[config.mk]
export PLATFORM = sky130hd
export DESIGN_NAME = nrcs_cell
export DESIGN_NICKNAME = d
export VERILOG_FILES = /design/src/nrcs_pkg.sv /design/src/nrcs_cell.sv
export SDC_FILE = /design/constraint.sdc
export NUM_CORES = 1
export LEC_CHECK = 0
export BUFFER_PORTS_ARGS = -buffer_cell sky130_fd_sc_hd__buf_2
export CAP_MARGIN = 10
export CORE_ASPECT_RATIO = 0.7
export CORE_MARGIN = 5
export CORE_UTILIZATION = 42
export DETAILED_ROUTE_END_ITERATION = 8
export PLACE_DENSITY = 0.78
export SLEW_MARGIN = 20
export SYNTH_ARGS = -nofsm -noshare
export SYNTH_HDL_FRONTEND = slang
export SYNTH_SLANG_ARGS = --single-unit
export TNS_END_PERCENT = 30
[constraint.sdc]
create_clock -name clk_i -period 3.5 [get_ports clk_i]
set_clock_uncertainty 0.05 [all_clocks]
set_input_delay 0.525 -clock clk_i [delete_from_list [all_inputs] [get_ports clk_i]]
set_output_delay 0.525 -clock clk_i [all_outputs]
set_load 0.02 [all_outputs]
[src/nrcs_pkg.sv]
`timescale 1ns / 1ps
// ----------------------------------------------------------------------------
// Clip rectangle stack package
// Request and response types, the rectangle type, cell control and helpers.
// ----------------------------------------------------------------------------
package nrcs_pkg;

  typedef enum logic [1:0] {
    ACT_NONE      = 2'd0,
    ACT_BEGIN     = 2'd1,
    ACT_END       = 2'd2,
    ACT_END_APPLY = 2'd3
  } action_e;

  typedef enum logic {
    REQ_PUSH = 1'b0,
    REQ_POP  = 1'b1
  } req_type_e;

  localparam logic [15:0] OVF_MAX = 16'hFFFF;

  typedef struct packed {
    logic               req_type;
    logic               window_ready;
    logic signed [19:0] pos_x;
    logic signed [19:0] pos_y;
    logic signed [19:0] size_w;
    logic signed [19:0] size_h;
  } req_t;

  typedef struct packed {
    action_e            action;
    logic signed [15:0] clip_x;
    logic signed [15:0] clip_y;
    logic        [15:0] clip_w;
    logic        [15:0] clip_h;
    logic        [6:0]  stack_level;
  } rsp_t;

  typedef struct packed {
    logic signed [15:0] x;
    logic signed [15:0] y;
    logic        [15:0] w;
    logic        [15:0] h;
  } rect_t;

  // Shift command common to every cell of the stack.
  typedef struct packed {
    logic push;
    logic pop;
  } cell_ctl_t;

  // Clamps a signed extent to the unsigned 16-bit size range.
  function automatic logic [15:0] sat_u16(input logic signed [18:0] v);
    logic [15:0] r;
    if (v < 19'sd0) begin
      r = 16'd0;
    end else if (v > 19'sd65535) begin
      r = 16'hFFFF;
    end else begin
      r = v[15:0];
    end
    return r;
  endfunction

endpackage

[src/nrcs_cell.sv]
`timescale 1ns / 1ps
// ----------------------------------------------------------------------------
// Clip stack cell
// Holds one rectangle; takes its upper neighbor on push, its lower on pop.
// ----------------------------------------------------------------------------
module nrcs_cell (
  input  logic               clk_i,
  input  nrcs_pkg::cell_ctl_t ctl_i,
  input  nrcs_pkg::rect_t    up_i,
  input  nrcs_pkg::rect_t    dn_i,
  output nrcs_pkg::rect_t    rect_o
);
  import nrcs_pkg::*;

  rect_t rect_q;
  rect_t rect_d;

  always_comb begin
    rect_d = rect_q;
    if (ctl_i.push) begin
      rect_d = up_i;
    end else if (ctl_i.pop) begin
      rect_d = dn_i;
    end
  end

  always_ff @(posedge clk_i) begin
    rect_q <= rect_d;
  end

  assign rect_o = rect_q;

endmodule

# Word level (Yosys, flattened, before mapping)
# Index checks and enable logic that the tools add are counted.
[totals]
register_bits = 64
latchBits = 0
mem_bits_rw = 0
rom_bits = 0
in_bits = 131
output_inout_bits = 64
word_cells = 7
n_memories = 0
[op_classes]
add_sub_neg = 0
n_mul = 0
n_div = 0
order_cmp = 0
n_eq_ne = 0
n_shift = 0
mux = 2
n_bitwise = 0
reduce_logical = 1
[ops]
columns = ["op", "count"]
rows = [
  ["$mux W64", 2],
  ["$reduce_bool A2 Y1", 1],
]

# Depth between registers and ports, before layout
# Gate-level depths: netlist of the first run.
[logic_depth]
word_depth = 2
mapped_depth = 3
depth_no_buf = 1

# Least setup slack after synthesis of the first run
# No wires, ideal clock.
[synth_timing]
path_type = "input to register"
startpoint = "input port ctl_i[1] (netlist bit)"
endpoint = "register rect_q (netlist bit rect_o[0]), enable pin"
setup_time_ns = 0.426
arrival_ns = 2.274
required_time_ns = 3.024
path_slack_ns = 0.751
path_stages = 3
path_buffers = 2
path_cell_list = "buf_6 -> buf_6 -> or2_1"
[synth_between]
elab_chain_len = 1
[synth_lines]
columns = ["item", "line_no", "rtl"]
rows = [
  ["from (decl)", "nrcs_cell.sv:8", "input nrcs_pkg::cell_ctl_t ctl_i,"],
  ["$reduce_bool A2 Y1 (no source line)", "n/a", ""],
  ["to (signal assigned)", "nrcs_cell.sv:28", "rect_q <= rect_d;"],
  ["to (decl)", "nrcs_cell.sv:15", "rect_t rect_q;"],
]
# No other way between the ends.
# A chain may end at the register's enable or synchronous reset.

# Worst setup path in the final report of the first run
[layout_timing]
startpoint = "input port ctl_i[1] (netlist bit)"
endpoint = "register rect_q (netlist bit rect_o[7]), enable pin"
# Same word-level chain as after synthesis.

==> results of run 1 <==
[critical path, delay by kind of cell]
kind | cells | cell delay, ps
buffers and inverters | 2 | 770
AND/OR/NAND/NOR | 1 | 710
[Yosys cell counts (all sizes together)]
master and instances:
edfxtp 64, mux2 64, or2 1, buf 7
[stage by stage]
step                      power (mW)  setup slack, ps  hold WS, ps
after global placement         1.374             1088        774.9
after global routing           2.025             1287        429.2
after detailed placement       1.384             1010        778.2
final                          1.938             1396        448.2
after floorplan                1.213            750.6        692.5
after CTS                      1.970             1358        428.4
[placed cells by master, fill, tap and decap left out, drive strengths merged]
cell and instances:
bufinv 1, edfxtp 64, or2 1, mux2 64
buf 196, clkinv 4, clkbuf 10
[per-layer routing]
layer	vias up	track usage	wire, µm
met4	0	0.05853	77
met3	7	0.08488	948
met2	122	0.3051	3649
met5	-	0	0
met1	919	0.1633	2729
li1	932	-	-
[final cells by class]
class | instances | area share
Clock buffer | 10 | 0.03092
Clock inverter | 5 | 0.01182
Multi-Input combinational cell | 65 | 0.2207
Sequential cell | 64 | 0.4656
Tap cell | 94 | 0.02849
Timing Repair Buffer | 196 | 0.2425
[power by group through the flow]
stage               registers, mW  logic (mW)  clock network, mW
floorplan                    1.09       0.119                  0
CTS                         0.964       0.406              0.600
global route                0.969       0.426              0.629
finish                      0.961       0.400              0.576
detailed placement          0.979       0.405                  0
global placement            0.976       0.399                  0
[final timing paths]
path                 start  depth (start not counted)         end  slack [ps]
setup / recovery  ctl_i[1]                          3   rect_o[7]        1400
hold / removal    dn_i[59]                          2  rect_o[59]         450
[kinds of logic (layout without fill, tap and decap cells)]
logic type,after synthesis,in the layout,synth area share
buf+inv,7,211,0.02498
simple gates,1,1,0.002155
mux,64,64,0.3114
flops,64,64,0.6615
==> impl_metrics.csv, run 1 <==
group,metric,value,unit
run_status,status,"finished clean",
synthesis,syn-num-nets,267,
synthesis,synth.avg_cell_area,21.36,µm²
clock_network,ctsLongestPathBuffers,2,
floorplanning,die_w,109.4,µm
setup_path,cpMaxStageDelayCell,"or2_2",
setup_path,crit_chain,"buf_4 -> or2_2 -> buf_12",
job,cap_viol_max_count,0,
pwr,swShare,0.2535,
pwr,pwr-share-seq,0.496,
clock_network,cts_root_buffer,"clkbuf_8",
clock_network,cts_hold_buf,0,
pwr,power.clock.fraction,0.297,
floorplanning,coreArea,6725,µm²
clock_network,h-tree-depth,3,
finish,largest_reg_flops,64,
finish,nFillCells,547,
clock_network,clock-sinks,64,
synthesis,synth_area_leaders,"edfxtp_1 66%, mux2_4 25%, mux2_2 5.8%",
synthesis,syn_inst,136,
setup_path,criticalPathCategory,"input pin to flop",
synthesis,yosysTopAreaCell,"edfxtp_1",
pwr,p_leak,1.988,nW
finish,nNetsFinal,467,
setup_path,cp_max_fo,34,
sta,maxSlewViolCount,0,
routing,dr.pass1.iters,4,
synthesis,ys_ff_latch,64,
setup_path,cp.arrival,2070,ps
finish,layout-drive-gt1-share,0.8059,
finish,antenna_cells,0,
routing,ant_nets,0,
pwr,internal_power,1.447,mW
grt,grt_pass1_wl,10580,µm
grt,grt_max_degree,35,
sta,min_period,2104,ps
routing,drt_iter0_markers,70,
floorplanning,die_y,79.59,µm
clock_network,ctsResizeCount,0,
clock_network,cts_buffers,9,
synthesis,syn_area,2905,µm²
sta,maxSlewHeadroom,0.4928,
sta,tightest_slew,760.8,ps
grt,overflow,0,
grt,antenna_found_initial,0,
finish,seq_area,1922,µm²
finish,postLayoutCellArea,4128,µm²
routing,wl,7404,µm
routing,vias_per_cell,4.562,
routing,vias,1980,
pwr,irDropWorstVdd,0.0002618,V
floorplanning,rows,25,
setup_path,critPathLaunchType,"input pin",
placement,io_buffer_count,194,
setup_path,cp-end-kind,"flop",
sta,hold_viol,0,
finish,multi_input_area,910.9,µm²
floorplanning,die_area,8707,µm²
pwr,power_density,469.5,nW/µm²
setup_path,cp_slowest_stage_delay,710,ps
floorplanning,io_pins,195,
synthesis,yosysWarnings,0,
clock_network,post_cts_buffers,0,
finish,stdcell_count,434,
finish,final_core_util,0.6138,
pwr,switching_power,0.4913,mW
finish,syn_to_final_growth,42.08,%
routing,wire_per_inst,17.06,µm
synthesis,synth_top_area_frac,0.6615,
setup_path,cp.required,3460,ps
routing,drc,0,
grt,grt_usage,0.1679,
clock_network,cts_tree,"built",
min_path,worst_hold_path_type,"input pin to flop",
pwr,p_comb_frac,0.207,
sta,grt_setup_unrepaired,"false",
sta,tns,0,ps
sta,min_period_over_period,0.6012,
clock_network,path_clk_slew,70,ps
placement,gp_congestion,0.8166,
placement,post-place-cells,419,
sta,max_freq,475.3,MHz
sta,setup_viol,0,
placement,placed_area,3951,µm²
floorplanning,start_util,0.4320,
grt,grt_pass1_vias,2185,
synthesis,ys_seq_area_frac,0.6615,
synthesis,yosysUniqueCellTypes,6,
Power figures use the tool's default switching activity.
==> inputs of run 2 (changes only) <==
==> constraint.sdc (replaced) <==
create_clock -name clk_i -period 2.1 [get_ports clk_i]
set_clock_uncertainty 0.05 [all_clocks]
set_input_delay 0.315 -clock clk_i [delete_from_list [all_inputs] [get_ports clk_i]]
set_output_delay 0.315 -clock clk_i [all_outputs]
set_load 0.02 [all_outputs]
==> impl_metrics.csv, run 2 (synthesis gave the netlist of run 1 again) <==
group,metric,value,unit
min_path,hold_depth,2,
setup_path,cp-startpoint,"rect_o[63]",
clock_network,cts_buffers,9,
grt,grt_usage,0.1597,
placement,gp_congestion,0.7280,
floorplanning,die_area,8707,µm²
clock_network,path_clk_slew,70,ps
setup_path,cp_max_fo,1,
grt,grt_pass1_vias,2202,
sta,maxSlewViolCount,0,
clock_network,clock-sinks,64,
finish,syn_to_final_growth,45.31,%
grt,grt_max_degree,33,
pwr,power.clock.fraction,0.325,
sta,min_period_over_period,0.5914,
pwr,irDropWorstVdd,0.0004791,V
routing,vias_per_cell,4.490,
floorplanning,start_util,0.4320,
sta,tns,0,ps
setup_path,cp.required,1740,ps
clock_network,cts_hold_buf,0,
clock_network,cts_tree,"built",
pwr,p_leak,2.028,nW
grt,antenna_found_initial,0,
finish,final_common_cell,"buf_2",
pwr,pwr-share-seq,0.474,
finish,layout-drive-gt1-share,0.8000,
pwr,power_density,798.8,nW/µm²
setup_path,critical-path-top-delay-family,"flip-flops",
pwr,p_total,3.372,mW
clock_network,ctsResizeCount,0,
setup_path,cp.arrival,880,ps
finish,antenna_cells,0,
run_status,status,"finished clean",
sta,grt_setup_unrepaired,"false",
finish,largest_reg_flops,64,
routing,drt_iter0_markers,73,
finish,nNetsFinal,471,
clock_network,post_cts_buffers,0,
routing,vias,1971,
clock_network,ctsLongestPathBuffers,2,
finish,multi_input_area,910.9,µm²
grt,grt_pass1_wl,10320,µm
pwr,p_comb_frac,0.201,
pwr,swShare,0.2445,
routing,ant_nets,0,
sta,maxSlewHeadroom,0.7192,
floorplanning,io_pins,195,
sta,hold_viol,0,
sta,setup_viol,0,
setup_path,criticalPathCategory,"flop to output pin",
setup_path,cp-end-kind,"output pin",
floorplanning,rows,25,
placement,place_hpwl,5554,µm
sta,tightest_slew,421.3,ps
pwr,switching_power,0.8244,mW
finish,seq_area,1922,µm²
setup_path,crit_chain,"buf_2",
routing,drc,0,
routing,dr.pass1.iters,4,
setup_path,critPathLaunchType,"flop",
finish,final_cell_mix,"193 x buf_2, 64 x edfxtp_1, 49 x mux2_4",
sta,max_freq,805.2,MHz
setup_path,cp_slowest_stage_delay,380,ps
sta,min_period,1242,ps
grt,overflow,0,
setup_path,cpMaxStageDelayCell,"edfxtp_1",
job,cap_viol_max_count,0,
floorplanning,coreArea,6725,µm²
min_path,hold_start,"up_i[63]",
min_path,min_to,"rect_o[63]",
routing,wire_per_inst,16.12,µm
placement,io_buffer_count,194,
routing,wl,7075,µm
setup_path,cp_num_buf_inv,1,
floorplanning,die_w,109.4,µm
pwr,internal_power,2.548,mW
clock_network,cts_root_buffer,"clkbuf_8",
finish,nFillCells,514,
min_path,worst_hold_path_type,"input pin to flop",
floorplanning,die_y,79.59,µm
clock_network,h-tree-depth,3,
-- run 2: layer usage --
layer	up-vias	part of all wire	GRT usage
met5	-	0	0
met4	0	0.011	0.05978
met3	7	0.15	0.08407
met2	131	0.50	0.2777
met1	893	0.34	0.1621
li1	940	-	-
-- run 2: layout make-up --
cell class / instances / area share
Clock buffer: 11 / 0.03112
Clock inverter: 5 / 0.01689
Multi-Input combinational cell: 65 / 0.2158
Sequential cell: 64 / 0.4552
Tap cell: 94 / 0.02786
Timing Repair Buffer: 200 / 0.2531
-- run 2: worst max path at each step --
stage                 end  cells after the start
4_1_cts        rect_o[55]                      1
3_3_place_gp   rect_o[49]                      3
2_1_floorplan   rect_o[0]                      3
3_5_place_dp   rect_o[49]                      3
6_report       rect_o[63]                      1
5_1_grt        rect_o[18]                      1
-- run 2: through the flow --
stage / hold WS, ps / instance area [µm²] / utilization / worst slack [ps] / std cells
2_1_floorplan: 482.5 / 2905 / - / 193.5 / 136
3_3_place_gp: 564.5 / 4019 / 0.5976 / 549.3 / 423
3_5_place_dp: 567.9 / 4019 / 0.5976 / 530.5 / 423
4_1_cts: 210.9 / 4222 / 0.6277 / 818.6 / 439
5_1_grt: 200.9 / 4222 / 0.6277 / 790.5 / 439
6_report: 235.5 / 4222 / 0.6277 / 858.0 / 439
-- run 2: power by group through the flow --
stage	logic (mW)	registers, mW	clock network (mW)
CTS	0.686	1.60	1.13
finish	0.677	1.60	1.10
global route	0.721	1.61	1.19
global placement	0.672	1.62	0
detailed placement	0.684	1.63	0
floorplan	0.199	1.82	0
