`config.mk`:
```
export PLATFORM = sky130hd
export DESIGN_NAME = nrcs_round
export DESIGN_NICKNAME = d
export VERILOG_FILES = /design/src/nrcs_pkg.sv /design/src/nrcs_round.sv
export SDC_FILE = /design/constraint.sdc
export NUM_CORES = 1
export LEC_CHECK = 0
export BUFFER_PORTS_ARGS = -buffer_cell sky130_fd_sc_hd__buf_2
export CAP_MARGIN = 40
export CORE_MARGIN = 2
export CORE_UTILIZATION = 51
export DETAILED_ROUTE_END_ITERATION = 6
export PLACE_DENSITY = 0.79
export SYNTH_ARGS = -nofsm -noshare
export SYNTH_HDL_FRONTEND = slang
export SYNTH_SLANG_ARGS = --single-unit
```
`constraint.sdc`:
```
create_clock -name vclk -period 16.55
set_input_delay 3.31 -clock vclk [all_inputs]
set_output_delay 3.31 -clock vclk [all_outputs]
set_load 0.03 [all_outputs]
```
`src/nrcs_pkg.sv`:
```
`timescale 1ns / 1ps
// ----------------------------------------------------------------------------
// Clip rectangle stack package
// Request and response types, the rectangle type, cell control and helpers.
// ----------------------------------------------------------------------------
package nrcs_pkg;

  typedef enum logic [1:0] {
    ACT_NONE      = 2'd0,
    ACT_BEGIN     = 2'd1,
    ACT_END       = 2'd2,
    ACT_END_APPLY = 2'd3
  } action_e;

  typedef enum logic {
    REQ_PUSH = 1'b0,
    REQ_POP  = 1'b1
  } req_type_e;

  localparam logic [15:0] OVF_MAX = 16'hFFFF;

  typedef struct packed {
    logic               req_type;
    logic               window_ready;
    logic signed [19:0] pos_x;
    logic signed [19:0] pos_y;
    logic signed [19:0] size_w;
    logic signed [19:0] size_h;
  } req_t;

  typedef struct packed {
    action_e            action;
    logic signed [15:0] clip_x;
    logic signed [15:0] clip_y;
    logic        [15:0] clip_w;
    logic        [15:0] clip_h;
    logic        [6:0]  stack_level;
  } rsp_t;

  typedef struct packed {
    logic signed [15:0] x;
    logic signed [15:0] y;
    logic        [15:0] w;
    logic        [15:0] h;
  } rect_t;

  // Shift command common to every cell of the stack.
  typedef struct packed {
    logic push;
    logic pop;
  } cell_ctl_t;

  // Clamps a signed extent to the unsigned 16-bit size range.
  function automatic logic [15:0] sat_u16(input logic signed [18:0] v);
    logic [15:0] r;
    if (v < 19'sd0) begin
      r = 16'd0;
    end else if (v > 19'sd65535) begin
      r = 16'hFFFF;
    end else begin
      r = v[15:0];
    end
    return r;
  endfunction

endpackage

```
`src/nrcs_round.sv`:
```
`timescale 1ns / 1ps
// ----------------------------------------------------------------------------
// Clip rectangle rounding
// Turns a Q16.4 rectangle into whole pixels: floor left/top, ceil right/bottom.
// ----------------------------------------------------------------------------
module nrcs_round (
  input  logic signed [19:0] pos_x_i,
  input  logic signed [19:0] pos_y_i,
  input  logic signed [19:0] size_w_i,
  input  logic signed [19:0] size_h_i,
  output nrcs_pkg::rect_t    rect_o
);
  import nrcs_pkg::*;

  logic signed [19:0] w_pos, h_pos;
  logic signed [20:0] right_q4, bottom_q4;
  logic signed [21:0] right_up, bottom_up;
  logic signed [17:0] right_px, bottom_px;
  logic signed [18:0] w_ext, h_ext;

  always_comb begin
    // A negative size counts as zero.
    w_pos = size_w_i[19] ? 20'sd0 : size_w_i;
    h_pos = size_h_i[19] ? 20'sd0 : size_h_i;

    right_q4  = 21'(pos_x_i) + 21'(w_pos);
    bottom_q4 = 21'(pos_y_i) + 21'(h_pos);

    // Ceiling of a Q4 value: add fifteen sixteenths, then floor.
    right_up  = 22'(right_q4) + 22'sd15;
    bottom_up = 22'(bottom_q4) + 22'sd15;
    right_px  = right_up[21:4];
    bottom_px = bottom_up[21:4];

    // The floor of the left and top edges is just the integer bits.
    rect_o.x = pos_x_i[19:4];
    rect_o.y = pos_y_i[19:4];

    w_ext = 19'(right_px) - 19'($signed(pos_x_i[19:4]));
    h_ext = 19'(bottom_px) - 19'($signed(pos_y_i[19:4]));
    rect_o.w = sat_u16(w_ext);
    rect_o.h = sat_u16(h_ext);
  end

endmodule

```
[Word-level counts from Yosys, hierarchy flattened]
Cells that the tools add are included.
Storage, ports and cells
  register bits after elaboration: 0
  bits of input ports: 80
  output and inout bits: 64
  word-level logic and storage cells: 16
Operators by class
  add/subtract/negate cells: 6
  order comparisons: 4
  muxes and demuxes: 6
Operator list (number)
  2-to-1 mux 16 bit: 4
  adder 21 x 5 -> 22 bit (second input constant): 2
  adder 20 x 20 -> 21 bit: 2
  greater-than comparator 19 x 17 -> 1 bit (second input constant): 2
  < comparator 19 x 1 -> 1 bit (second input constant): 2
  2-to-1 mux 19 bit: 2
  subtractor 18 x 16 -> 19 bit: 2

[Logic depth before layout (Yosys ltp)]
Gate-level depths: netlist of run 1.
  depth in word-level cells: 7
  gate-level depth with buffers: 24
  mapped depth without buffers: 22

[Least setup slack after synthesis of run 1]
Ideal clock, no wire load.
  path kind: input -> output
  from: input size_h_i[19]
  to: output rect_o[10] (netlist bit)
  data arrival time: 8.042 ns
  setup slack: 5.198 ns
  cell stages on the path: 23
  path buffers: 2
  path through: clkbuf_1 > inv_1 > nand2_1 > ha_1 > inv_1 > ha_1 > nor2b_1 > o2111a_1 > nor4b_2 > nor2_1 > a21o_1 > a21oi_1 > xnor2_1 > ha_1 > a2111oi_0 > o21ai_1 > a221oi_2 > a21oi_1 > a31oi_2 > mux2_1 > a32o_1 > buf_2 > a21oi_1
RTL lines
  start: declaration: line nrcs_round.sv:10  | input logic signed [19:0] size_h_i,
  end: declaration: line nrcs_round.sv:11  | output nrcs_pkg::rect_t rect_o

==> impl_metrics.ini, run 1 <==
[final_layout]
syn_to_final_growth_pct = 12.30
diodes = 0
drive_gt1_frac = 0.2373
stdcell_count = 878
final_nets = 959
seq_area_um2 = 0
seq_cells = 0
final_area_um2 = 5381
clkbuf_count = 0

[route]
drc = 0
drt_first_iter_violations = 180
drt-vias-per-instance = 5.760
wl_per_cell_um = 13.68
num_vias = 5057
final_antenna_net_count = 0
drt-total-wl_um = 12010
dr.pass1.iters = 5

[synth]
synth_cells = 661
synth_cell_types = 76
syn_area_um2 = 4792
ys_seq_area_frac = 0
ys_warn_count = 0
syn_avg_cell_area_um2 = 7.250
synthTopCellsByArea = ha_1 (28%), a21oi_1 (7.1%), xnor2_1 (6.6%), inv_1 (5.2%), buf_4 (5.0%)
yosysTopAreaCellShare = 0.2820
synth_fp_nets = 851
yosys.area.top_type = ha_1

[place]
gp_congestion = 0.9502
numPortBuffers = 144
hpwl_um = 10450
dp_cells = 878
dpl-instance-area_um2 = 5381

[job]
drv_cap = 0

[die]
core-area_um2 = 9196
die_x_um = 100.9
initial_core_util = 0.5211
rows = 35
io_pins = 144
die_h_um = 100.9
dieArea_um2 = 10190

[critical_path]
critPathArrivalTime_ns = 9.05
cp.required_ns = 13.24
worstSetupEndpointType = output port
crit_path_start = size_w_i[19]
critPathMaxFanout = 19
crit_end = rect_o[17]
worstSetupPathType = in2out
start_kind = input port

[clocking]
cts_resized = 0
post_cts_buffers = 0
cts_hold_buf = 0

[sta]
max_slew_margin = 0.4353
fin_tns_setup_ns = 0
fin_crit_sh = 0.7468
clock.fmax_mhz = 80.91
maxSlewViolCount = 0
hold_viol = 0
rsz0062_at_grt = false
worst_slew_pin_slew_ns = 0.8471
post-route-min-period_ns = 12.36
timing.hold.ws_ns = 6.899
setup_violations = 0

[worst_hold_path]
worstHoldPathType = in2out

[grt]
antenna_found_initial = 1
grt_pass1_wl_um = 19870
grt_max_degree = 20
grt_use_total = 0.2256
grt-ovfl-total = 0
grt_pass1_vias = 4627

[power_and_ir_drop]
vdd_ir_drop_max_mv = 0.03450
powerDensity_nw_per_um2 = 72.42
p_leak_uw = 0.002925
power_uw = 389.7

[run_status]
status = completed
## metrics by stage
stage | utilization | setup slack, ns
floorplan | - | 5.198
global placement | 0.5852 | 4.537
detailed placement | 0.5852 | 4.318
CTS | 0.5852 | 4.302
global route | 0.5852 | 3.831
finish | 0.5852 | 4.190
## cell usage in the layout (no fill, tap or decap), types with 7 or more instances in the layout
master / Yosys / final
a211oi_1: 7 / 7
a21o_1: 12 / 12
a21oi_1: 68 / 68
a21oi_2: 11 / 11
and2b_2: 7 / 7
and3_1: 9 / 9
buf_2: 3 / 144
ha_1: 108 / 108
inv_1: 67 / 67
nand2_1: 38 / 38
nand2b_1: 17 / 17
nand3_1: 10 / 10
nor2_1: 34 / 34
nor2b_1: 34 / 34
nor3_1: 17 / 17
o21ai_0: 34 / 34
xnor2_1: 36 / 36
xor2_1: 19 / 19
## cells by family after synthesis
group	share of synthesized area
AO/OA/AOI/OAI	0.2757
multiplexers	0.004439
AND/OR/NAND/NOR	0.2185
adder cells (fa/ha/maj)	0.2903
buffers and inverters	0.1104
XOR/XNOR	0.1005
## Yosys cell counts, types with 3 or more instances
| library cell | n |
|---|---|
| nand3_1 | 10 |
| ha_1 | 108 |
| or2_2 | 5 |
| o21bai_1 | 5 |
| nand2_1 | 38 |
| xor2_1 | 19 |
| and3_1 | 9 |
| nand2b_1 | 17 |
| clkbuf_1 | 3 |
| o21ai_0 | 34 |
| xnor2_1 | 36 |
| a21oi_1 | 68 |
| nor2b_1 | 34 |
| a211o_1 | 3 |
| nor2_1 | 34 |
| a21oi_2 | 11 |
| buf_4 | 32 |
| inv_1 | 67 |
| a21o_1 | 12 |
| and2b_2 | 7 |
| a31oi_1 | 3 |
| or3_1 | 3 |
| o211ai_1 | 5 |
| o31ai_1 | 3 |
| o221ai_1 | 3 |
| a211oi_1 | 7 |
| o21a_1 | 4 |
| and2_1 | 4 |
| nor3_1 | 17 |
| o21ai_1 | 3 |
| buf_2 | 3 |
## worst max-delay path, cell delays in order
cell	delay, ns
buf_2	0.29
and2b_2	0.27
ha_1	0.27
ha_1	0.37
and4_4	0.26
nand2_2	0.05
a311o_1	0.36
a21boi_0	0.33
o21ai_0	0.17
a21oi_1	0.22
a21oi_1	0.11
xnor2_1	0.13
ha_1	0.37
and4_1	0.21
a2111oi_1	0.58
o2bb2ai_1	0.17
or4_4	0.45
a221oi_4	0.73
a21oi_1	0.16
buf_2	0.21
## metal layers
| layer | GRT usage | up-vias | wire (µm) |
|---|---|---|---|
| met5 | 0 | - | 11 |
| met4 | 0.02807 | 2 | 139 |
| met3 | 0.009709 | 14 | 573 |
| met2 | 0.4072 | 157 | 5720 |
| met1 | 0.3049 | 2335 | 5564 |
| li1 | - | 2549 | - |
## worst min-delay path by stage
stage                            from    endpoint  slack (ns)  cells past startpoint
after floorplan            pos_y_i[4]  rect_o[32]        6.75                      1
after global placement    pos_y_i[18]  rect_o[46]        6.90                      2
after detailed placement  pos_y_i[13]  rect_o[41]        6.90                      2
after CTS                 pos_y_i[13]  rect_o[41]        6.90                      2
after global routing      pos_y_i[16]  rect_o[44]        6.91                      2
final                     pos_y_i[13]  rect_o[41]        6.90                      2
## where the power goes
| group | internal (µW) | switching [µW] |
|---|---|---|
| logic | 152 | 237 |
| clock network | 0 | 0 |
| registers | 0 | 0 |
| total | 152 | 237 |
## cell type report
| cell class | count | area [µm²] |
|---|---|---|
| inverter | 67 | 251.5 |
| fill | 867 | 3815 |
| timing repair buffer | 145 | 728.2 |
| tap | 111 | 138.9 |
| multi-input combinational | 555 | 4263 |
(Power assumes the default switching activity.)
==> inputs of run 2 (changes only) <==
- CORE_UTILIZATION: 51 -> 50
- PLACE_DENSITY: 0.79 -> 0.81
- clock period: 16.55 -> 11.1 ns (I/O delays scaled with it)
==> impl_metrics.ini, run 2 (synthesis gave the netlist of run 1 again) <==
[run_status]
status = completed

[grt]
grt_pass1_vias = 4444
grt_max_degree = 20
antenna_found_initial = 0
grt-ovfl-total = 0
grt_pass1_wl_um = 18650
grt_use_total = 0.2097

[final_layout]
seq_area_um2 = 0
layout_common_cells = buf_2 (144), ha_1 (108), a21oi_1 (68)
clkbuf_count = 0
final_area_um2 = 5404
diodes = 0
final_nets = 959
syn_to_final_growth_pct = 12.77
layout_commonest_cell = buf_2
drive_gt1_frac = 0.2373
stdcell_count = 896
seq_cells = 0

[place]
dpl-instance-area_um2 = 5404
dp_cells = 896
numPortBuffers = 144
gp_congestion = 0.9854
hpwl_um = 10090

[power_and_ir_drop]
power_frac_seq = 0
p_switching_uw = 353.4
sw_frac_of_total = 0.6087
powerDensity_nw_per_um2 = 107.4
intPower_uw = 227.1
power_uw = 580.5
p_leak_uw = 0.002925
vdd_ir_drop_max_mv = 0.04957
comb_power_share = 1.000
pwr-share-clk = 0

[sta]
clock.fmax_mhz = 98.86
setup_violations = 0
fin_crit_sh = 0.9113
fin_tns_setup_ns = 0
hold_viol = 0
max_slew_margin = 0.4369
post-route-min-period_ns = 10.12
worst_slew_pin_slew_ns = 0.8446
maxSlewViolCount = 0
rsz0062_at_grt = false

[job]
drv_cap = 0

[route]
drc = 0
drt_first_iter_violations = 175
dr_wl_met2_um = 5514
top_layer = met4
dr.pass1.iters = 6
final_antenna_net_count = 0
drt-total-wl_um = 11560
dr_wl_met3_um = 492
drt-vias-per-instance = 5.548
wl_per_cell_um = 12.90
drt-met1-wl_um = 5377
num_vias = 4971

[die]
io_pins = 144
initial_core_util = 0.5162
die_x_um = 101.9
dieArea_um2 = 10380
die_h_um = 101.9
rows = 35
core-area_um2 = 9284

[critical_path]
start_kind = input port
critPathArrivalTime_ns = 7.90
crit_path_start = size_w_i[19]
crit_end = rect_o[17]
worstSetupPathType = in2out
worstSetupEndpointType = output port
cp.required_ns = 8.88
critPathMaxFanout = 19

[clocking]
post_cts_buffers = 0
cts_resized = 0
cts_hold_buf = 0

[worst_hold_path]
worstHoldPathType = in2out
holdPathStages = 2
run 2: worst max-delay path, stage by stage:
cell       delay, ns
buf_2           0.32
and2b_2         0.26
ha_1            0.27
ha_1            0.37
and4_4          0.26
nand2_2         0.05
a311o_1         0.38
a21boi_0        0.34
o21ai_0         0.20
a21oi_1         0.27
a21oi_1         0.13
xnor2_1         0.14
ha_1            0.36
and4_1          0.21
a2111oi_1       0.45
o2bb2ai_1       0.13
or4_4           0.44
a221oi_4        0.73
a21oi_1         0.15
buf_2           0.21
run 2: power by group through the flow:
stage | clock, µW | combinational, µW | sequential, µW
after floorplan | 0 | 457 | 0
after global placement | 0 | 568 | 0
after detailed placement | 0 | 575 | 0
after CTS | 0 | 577 | 0
after global routing | 0 | 640 | 0
final | 0 | 581 | 0
run 2: cell type report:
cell class	instances	area, µm²
Fill cell	904	3880
Inverter	67	251.5
Multi-Input combinational cell	555	4263
Tap cell	129	161.4
Timing Repair Buffer	145	728.2
run 2: metrics by stage:
stage	hold WS (ns)	setup WS, ns	utilization
final	4.720	0.9847	0.5821
after global placement	4.719	1.201	0.5821
after global routing	4.729	0.6733	0.5821
after CTS	4.723	1.026	0.5821
after floorplan	4.572	1.928	-
after detailed placement	4.722	1.047	0.5821
run 2: routing by layer:
metal	vias up	track usage
li1	2559	-
met1	2250	0.2662
met2	144	0.3932
met3	18	0.01026
met4	0	0.04000
met5	-	0
run 2: how the worst min path moves through the flow:
stage	from	end	slack, ns
global placement	pos_x_i[18]	rect_o[62]	4.72
detailed placement	pos_x_i[18]	rect_o[62]	4.72
floorplan	pos_y_i[4]	rect_o[32]	4.57
global route	pos_y_i[11]	rect_o[39]	4.73
finish	pos_x_i[18]	rect_o[62]	4.72
CTS	pos_x_i[18]	rect_o[62]	4.72
